==> src/hw/rtl/nst_pkg.sv <==
// shared constants, types and the name normalizer for the named session table
`default_nettype none

package nst_pkg;

  localparam int SLOTS      = 32;
  localparam int NAME_BYTES = 32;
  localparam int KEY_WORDS  = 4;
  localparam int KEY_W      = 64 * KEY_WORDS;
  localparam int HANDLE_W   = 16;
  localparam int CAP_W      = 6;
  localparam int KIND_W     = 2;
  localparam int COUNT_W    = $clog2(SLOTS + 1);
  localparam int N_W        = (COUNT_W > CAP_W) ? COUNT_W : CAP_W;

  localparam logic [CAP_W-1:0] CAP_RESET = 6'd32;

  localparam logic [KIND_W-1:0] KIND_CONNECT     = 2'd0;
  localparam logic [KIND_W-1:0] KIND_DROP_NAME   = 2'd1;
  localparam logic [KIND_W-1:0] KIND_DROP_HANDLE = 2'd2;
  localparam logic [KIND_W-1:0] KIND_LOOKUP      = 2'd3;

  typedef logic [KEY_W-1:0]    key_t;
  typedef logic [HANDLE_W-1:0] handle_t;
  typedef logic [KIND_W-1:0]   kind_t;

  // request broadcast to every cell
  typedef struct packed {
    kind_t   kind;
    key_t    key;
    handle_t handle;
  } nst_req_t;

  // update strobe broadcast to every cell
  typedef struct packed {
    logic commit;
    logic fill_ok;
  } nst_cmd_t;

  // what one cell hands to the next one up the row
  typedef struct packed {
    logic    hit_seen;
    logic    free_seen;
    handle_t hout;
  } nst_chain_t;

  // zero every byte from the first zero byte on, and every byte past NAME_BYTES
  function automatic key_t nst_normalize(input key_t raw);
    key_t k;
    logic ended;
    k     = '0;
    ended = 1'b0;
    for (int p = 0; p < KEY_W / 8; p++) begin
      if (p >= NAME_BYTES || raw[p*8 +: 8] == 8'd0) ended = 1'b1;
      if (!ended) k[p*8 +: 8] = raw[p*8 +: 8];
    end
    return k;
  endfunction

endpackage

`default_nettype wire

==> src/hw/rtl/nst_cell.sv <==
// one table slot: holds valid, key and handle, matches and passes priority up the row
`default_nettype none

module nst_cell import nst_pkg::*; (
  input  logic       clk,
  input  logic       rst_n,
  input  nst_req_t   req,
  input  nst_cmd_t   cmd,
  input  logic       in_use,
  input  nst_chain_t chain_in,
  output nst_chain_t chain_out,
  output logic       valid_o
);

  logic    valid_r, valid_nxt;
  key_t    key_r, key_nxt;
  handle_t handle_r, handle_nxt;
  logic    hit_r, hit_nxt;
  logic    free_r, free_nxt;
  logic    first_hit, first_free;

  assign hit_nxt = valid_r && in_use &&
                   ((req.kind == KIND_DROP_HANDLE) ? (handle_r == req.handle)
                                                   : (key_r == req.key));
  assign free_nxt = !valid_r && in_use;

  // lowest slot wins: only the first flagged cell along the row acts
  assign first_hit  = hit_r && !chain_in.hit_seen;
  assign first_free = free_r && !chain_in.free_seen;

  assign chain_out.hit_seen  = chain_in.hit_seen | hit_r;
  assign chain_out.free_seen = chain_in.free_seen | free_r;
  assign chain_out.hout      = chain_in.hout | (first_hit ? handle_r : '0);

  assign valid_o = valid_r;

  always_comb begin
    valid_nxt  = valid_r;
    key_nxt    = key_r;
    handle_nxt = handle_r;
    if (cmd.commit) begin
      case (req.kind)
        KIND_CONNECT: begin
          if (first_hit) begin
            handle_nxt = req.handle;
          end else if (cmd.fill_ok && first_free) begin
            valid_nxt  = 1'b1;
            key_nxt    = req.key;
            handle_nxt = req.handle;
          end
        end
        KIND_DROP_NAME, KIND_DROP_HANDLE: begin
          if (first_hit) valid_nxt = 1'b0;
        end
        default: begin
        end
      endcase
    end
  end

  always_ff @(posedge clk) begin
    if (!rst_n) begin
      valid_r <= 1'b0;
      hit_r   <= 1'b0;
      free_r  <= 1'b0;
    end else begin
      valid_r <= valid_nxt;
      hit_r   <= hit_nxt;
      free_r  <= free_nxt;
    end
  end

  always_ff @(posedge clk) begin
    key_r    <= key_nxt;
    handle_r <= handle_nxt;
  end

endmodule

`default_nettype wire

==> config.mk <==
export PLATFORM = sky130hd
export DESIGN_NAME = nst_cell
export DESIGN_NICKNAME = d
export VERILOG_FILES = /design/src/hw/rtl/nst_pkg.sv /design/src/hw/rtl/nst_cell.sv
export SDC_FILE = /design/constraint.sdc
export NUM_CORES = 1
export LEC_CHECK = 0
export BUFFER_PORTS_ARGS = -buffer_cell sky130_fd_sc_hd__buf_2
export CAP_MARGIN = 20
export CORE_MARGIN = 8
export CORE_UTILIZATION = 50
export CTS_CLUSTER_SIZE = 20
export DETAILED_ROUTE_END_ITERATION = 16
export HOLD_SLACK_MARGIN = 0.03
export PLACE_DENSITY = 0.77
export SLEW_MARGIN = 20
export SYNTH_ARGS = -nofsm -noshare
export SYNTH_HDL_FRONTEND = slang
export SYNTH_SLANG_ARGS = --single-unit
==> constraint.sdc <==
create_clock -name clk -period 25.3 [get_ports clk]
set_input_delay 5.06 -clock clk [delete_from_list [all_inputs] [get_ports clk]]
set_output_delay 5.06 -clock clk [all_outputs]
set_load 0.01 [all_outputs]
==> reports/results.txt, run 1 <==
Iteration-0 DRC Markers = 298
DR WL/cell = 18.6 um
routability cong. = 0.911
vias in the first global route = 7409
Routed Antenna Nets = 0
footprint of the multi-input gates = 3210 sq um
FF-to-FF path depth = 5
CP top delay family = buffers and inverters
clk sinks = 275
CTS Buffer Depth = 3
Fillers = 1660
hold_buf cts = 0
worst path required time = 20.24 ns
fin cells = 1348
fin crit period = 10.86 ns
Total Routing Usage GR = 17.1%
Post-Syn Area per Cell = 16.9 sq um
# resized after CTS = 0
mapped cell area = 11500 sq um
Largest stage delay, worst path = 0.25 ns
Hold Vio Cnt, Final = 0
Placement Rows = 55
Buf/Inv on CP = 3
Cell Pwr Density = 68.1 nW/um^2
endpoints failing setup = 0
routed vias = 6816
Initial Utilization = 50.7%
Worst Path Arrival = 5.80 ns
Crit Path Max Fanout = 19
number of buffers created by CTS = 30
# port buffers = 315
hpwl dp = 19.1 mm
Top cell by count, worst path = buf_2
crit end category = output port
most used cells in the layout excluding fill and tap cells = 315 x buf_2, 272 x edfxtp_1, 227 x xor2_1, 59 x nor4_1, 45 x xnor2_1
area grow syn2layout = 25.9%
largest net degree at the start of global routing = 169
DRC Markers = 0
setup TNS = 0 ns
register area = 8230 sq um
clk_skew = 0.0221 ns
status = finished, final reports clean
worst path cell trace = buf_2, nor2b_1, buf_4, a21o_1, buf_2
drt total wl = 25.1 mm
nets@finish = 1327
H-tree Lvls = 1
Pleak = 0.00550 uW
I/O Pins = 316
Crit Path Class = in -> out
FMAX = 92.0 MHz
Slew Viols, Final = 0
Slew Limit Headroom = 27.1%
top cell type's share of synthesized area = 71.3%
WHS = 0.497 ns
wire length of the first global-routing pass = 38.4 mm
Gate Count Post-Synth = 679
Netlist cell types = 23
Synth warnings = 0
Clk pin slew, worst setup/hold paths = 0.06 ns
Yosys reg bits = 275
Die Area = 28000 sq um
Placed Instances = 1281
crit path max-delay cell type = buf_4
die height = 167 um
largest cells by area after synthesis = edfxtp_1 71%, xor2_1 17%, xnor2_1 3.4%
Synth Net Count = 978
Clock Latency Late Sink = 0.56 ns
initial antenna violation count = 18
share of cells above drive strength 1 = 35.3%
most common cell after layout, fill and taps aside = buf_2
maxcap violations = 0
unrepaired setup endpoints after global routing = no
overall power = 982 uW
CTS root buf = clkbuf_16
grt total ovfl = 0
sequential share of the synthesized area = 71.8%
worst ir drop on vdd = 0.0000683 V
hold depth = 1
CTS tree = done
drt pass-1 iters = 4
Worst-Margin Slew = 1.09 ns
Crit path depth = 5
final worst path period share = 42.9%
width of the die = 167 um
crit path launch type = input pin
Post-CTS Setup Inserts = 0
min-delay worst type = reg -> reg
largest area contributor in the netlist = edfxtp_1
Via density = 5.06
floorplan core area = 22600 sq um
cells by family after synthesis:
logic type	count (synthesis)	synth area share (%)
xor gates and xnor gates	272	20.8
buffers and inverters	5	0.164
adders and majority gates	2	0.218
DFF	275	71.8
AOI/OAI and AO/OA	19	1.18
and+or+nand+nor	106	5.80
power breakdown:
part / leakage, uW / switching [uW] / internal [uW]
Combinational: 0.00255 / 28.5 / 30.3
Sequential: 0.00247 / 0.696 / 503
Clock: 0.000481 / 172 / 247
metal layers:
| metal | GRT usage, % | up-vias | routed length, um | part of all wire, % |
|---|---|---|---|---|
| met5 | 0 | - | 85 | 0.34 |
| met1 | 19.2 | 3200 | 10100 | 40 |
| met4 | 6.68 | 16 | 805 | 3.2 |
| li1 | - | 3267 | - | - |
| met3 | 7.52 | 67 | 2440 | 9.7 |
| met2 | 28.3 | 266 | 11700 | 47 |
synth_stat cells:
library cell	instances
a21oi_1	1
nor4_1	59
nor2b_1	1
ha_1	2
or2_2	2
inv_2	1
xor2_1	227
nor4_2	1
clkbuf_1	2
nor3_1	4
o21ai_1	2
dfxtp_1	3
edfxtp_1	272
nand4_1	27
inv_1	2
nand3b_1	2
xnor2_1	45
and2_1	1
nor4_4	1
nand3_1	2
nor2_1	3
a21o_1	16
nand2_1	3
flip-flops by register name (all words and copies together), names as in the netlist:
register	flops
handle_r	16
valid_o	1
key_r	256
free_r	1
hit_r	1
worst register-to-register path, delay by kind of cell, from the launching register on:
| family | cells | cell delay, ns |
|---|---|---|
| flip-flops | 1 | 0.33 |
| buffers and inverters | 3 | 1.98 |
| AND/OR/NAND/NOR | 2 | 0.43 |
worst paths after layout:
check / to / start / slack [ns]
worst max-delay path: chain_out[2] / chain_in[17] / 14.44
worst min-delay path: free_r / valid_o / 0.50
worst max register to register: key_r[102] / hit_r / 22.14
worst min register to register: free_r / valid_o / 0.50
layout make-up:
class / instances / area share [%]
Sequential cell: 275 / 57.1
Multi-Input combinational cell: 399 / 22.3
Timing Repair Buffer: 319 / 11.2
Clock buffer: 40 / 5.68
Tap cell: 285 / 2.47
Clock inverter: 16 / 0.998
Antenna cell: 11 / 0.191
Inverter: 3 / 0.0781
metrics by stage:
stage / util [%] / cell area, sq um / worst slack (ns)
after global routing: 63.8 / 14400 / 14.39
final: 63.9 / 14400 / 14.44
after CTS: 63.7 / 14400 / 14.43
after detailed placement: 59.5 / 13400 / 14.46
after floorplan: - / 11500 / 1.51
after global placement: 59.5 / 13400 / 14.46
No activity file was read; power rests on OpenSTA's default activity.
==> run 2, diff against run 1 <==
==> constraint.sdc (replaced) <==
create_clock -name clk -period 10.71 [get_ports clk]
set_input_delay 2.142 -clock clk [delete_from_list [all_inputs] [get_ports clk]]
set_output_delay 2.142 -clock clk [all_outputs]
set_load 0.01 [all_outputs]
==> reports/results.txt, run 2 (synthesized netlist as in run 1, its figures left out) <==
hpwl dp = 19.6 mm (+3.0%)
Top cell by count, worst path = buf_2
R2R Path End = key_r[74]
worst ir drop on vdd = 0.000149 V (+120%)
Clock Latency Late Sink = 0.56 ns (about the same)
CP top delay family = buffers and inverters
fin crit period = 5.46 ns
Worst-Margin Slew = 1.05 ns (-0.0485 ns)
clock network fraction of total power = 41.3% (-1.5 points)
status = finished, final reports clean
sequential group share of total power = 52.5% (+1.2 points)
crit path max-delay cell type = nor2b_1
worst path cell trace = buf_2, nor2b_1, buf_4, a21o_1, buf_2
Iteration-0 DRC Markers = 360 (+21%)
routability cong. = 0.931 (+2.2%)
H-tree Lvls = 1 (unchanged)
Total Routing Usage GR = 17.5% (+0.40 points)
Clk pin slew, worst setup/hold paths = 0.06 ns (about the same)
maxcap violations = 0 (unchanged)
Crit Path Class = in -> out
routed vias = 6833 (+0.25%)
Die Area = 28000 sq um (unchanged)
min-delay worst type = reg -> reg
width of the die = 167 um (unchanged)
grt total ovfl = 0 (unchanged)
DRC Markers = 0 (unchanged)
Routed Antenna Nets = 0 (unchanged)
biggest regs = key_r (256), handle_r (16)
initial antenna violation count = 12 (-6)
wire length of the first global-routing pass = 39.2 mm (+2.0%)
die height = 167 um (unchanged)
largest net degree at the start of global routing = 157 (-7.1%)
unrepaired setup endpoints after global routing = no
# port buffers = 315 (unchanged)
number of buffers created by CTS = 29 (-3.3%)
CTS Buffer Depth = 3 (unchanged)
hold depth = 1 (unchanged)
Pleak = 0.00545 uW (-0.83%)
Hold Vio Cnt, Final = 0 (unchanged)
clk_skew = 0.0331 ns (+0.0109 ns)
hold_sp = valid_o
Post-CTS Setup Inserts = 0 (unchanged)
Largest stage delay, worst path = 0.50 ns (+0.25 ns)
final worst path period share = 50.9%
Slew Limit Headroom = 30.1% (+3.0 points)
Power Internal = 1800 uW (+130%)
Worst Hold Endpoint = free_r
Cell Pwr Density = 158 nW/um^2 (+130%)
nets@finish = 1326 (-0.075%)
area grow syn2layout = 25.1%
combinational power share = 6.2% (+0.2 points)
Via density = 5.12 (+1.2%)
Switching Share = 20.3% (-0.20 points)
FMAX = 183 MHz
CTS root buf = clkbuf_16
setup TNS = 0 ns (unchanged)
Placement Rows = 55 (unchanged)
largest reg by FF count = key_r
Reg2Reg Launch Point = hit_r
final core utilization = 63.5% (-0.39 points)
most used cells in the layout excluding fill and tap cells = 315 x buf_2, 272 x edfxtp_1, 227 x xor2_1, 59 x nor4_1, 45 x xnor2_1
drt pass-1 iters = 4 (unchanged)
drt total wl = 25.1 mm (+0.26%)
switching power = 460 uW (+130%)
endpoints failing setup = 0 (unchanged)
I/O Pins = 316 (unchanged)
Worst Path Arrival = 3.31 ns (-2.49 ns)
share of cells above drive strength 1 = 34.8% (-0.50 points)
Slew Viols, Final = 0 (unchanged)
CTS tree = done
max reg flops = 256 (unchanged)
# resized after CTS = 0 (unchanged)
Buf/Inv on CP = 3 (unchanged)
hold_buf cts = 0 (unchanged)
R2R setup slack = 7.71 ns (-14.43 ns)
floorplan core area = 22600 sq um (unchanged)
worst path required time = 8.57 ns (-11.67 ns)
FF-to-FF path depth = 4 (-1)
Initial Utilization = 50.7% (unchanged)
most common cell after layout, fill and taps aside = buf_2
crit end category = output port
clk sinks = 275 (unchanged)
crit path launch type = input pin
DR WL/cell = 18.8 um (+1.2%)
vias in the first global route = 7592 (+2.5%)
Crit Path Max Fanout = 10 (-9)
==> run 2: cell types whose count changed in the layout (fill, tap and decap cells not counted), sizes merged <==
cell / before / now
clkinv: 13 / 11
clkinvlp: 0 / 1
clkbuf: 40 / 36
diode: 11 / 3
==> run 2: layer usage <==
metal | up-vias | share of wire [%] | track usage (%)
met5 | - | 0.38 | 0
met4 | 18 | 3.0 | 5.82
met3 | 68 | 9.5 | 6.80
met2 | 253 | 49 | 30.3
met1 | 3240 | 38 | 19.5
li1 | 3254 | - | -
==> run 2: worst max path at each step <==
| stage | start | endpoint | slack, ns | cells past startpoint |
|---|---|---|---|---|
| 6_report | chain_in[17] | chain_out[10] | 5.25 | 5 |
| 3_3_place_gp | chain_in[17] | chain_out[10] | 5.30 | 5 |
| 5_1_grt | chain_in[17] | chain_out[13] | 5.17 | 5 |
| 4_1_cts | chain_in[17] | chain_out[10] | 5.24 | 5 |
| 3_5_place_dp | chain_in[17] | chain_out[10] | 5.25 | 5 |
| 2_1_floorplan | chain_in[17] | key_r[0] | 1.72 | 3 |
==> run 2: area by class of cell <==
type                            count  area (sq um)
Fill cell                        1713          8240
Sequential cell                   275          8230
Multi-Input combinational cell    399          3220
Timing Repair Buffer              319          1620
Clock buffer                       36           752
Tap cell                          285           357
Clock inverter                     15           136
Inverter                            3          11.3
Antenna cell                        3          7.51
==> run 2: per-stage QoR <==
step           hold slack (ns)  total power (uW)  cell area [sq um]  setup slack, ns  cells
2_1_floorplan            0.477              1260              11500             1.72    679
3_3_place_gp             0.508              1350              13400             5.30   1281
3_5_place_dp             0.521              1350              13400             5.25   1281
4_1_cts                  0.529              2290              14300             5.24   1332
5_1_grt                  0.552              2340              14300             5.17   1335
6_report                 0.521              2260              14300             5.25   1335
==> run 2: power groups by stage <==
| stage | Sequential (uW) | Combinational (uW) | Clock [uW] |
|---|---|---|---|
| finish | 1190 | 140 | 934 |
| global route | 1190 | 155 | 995 |
| CTS | 1190 | 142 | 957 |
| detailed placement | 1210 | 141 | 0 |
| global placement | 1210 | 137 | 0 |
| floorplan | 1210 | 49.3 | 0 |
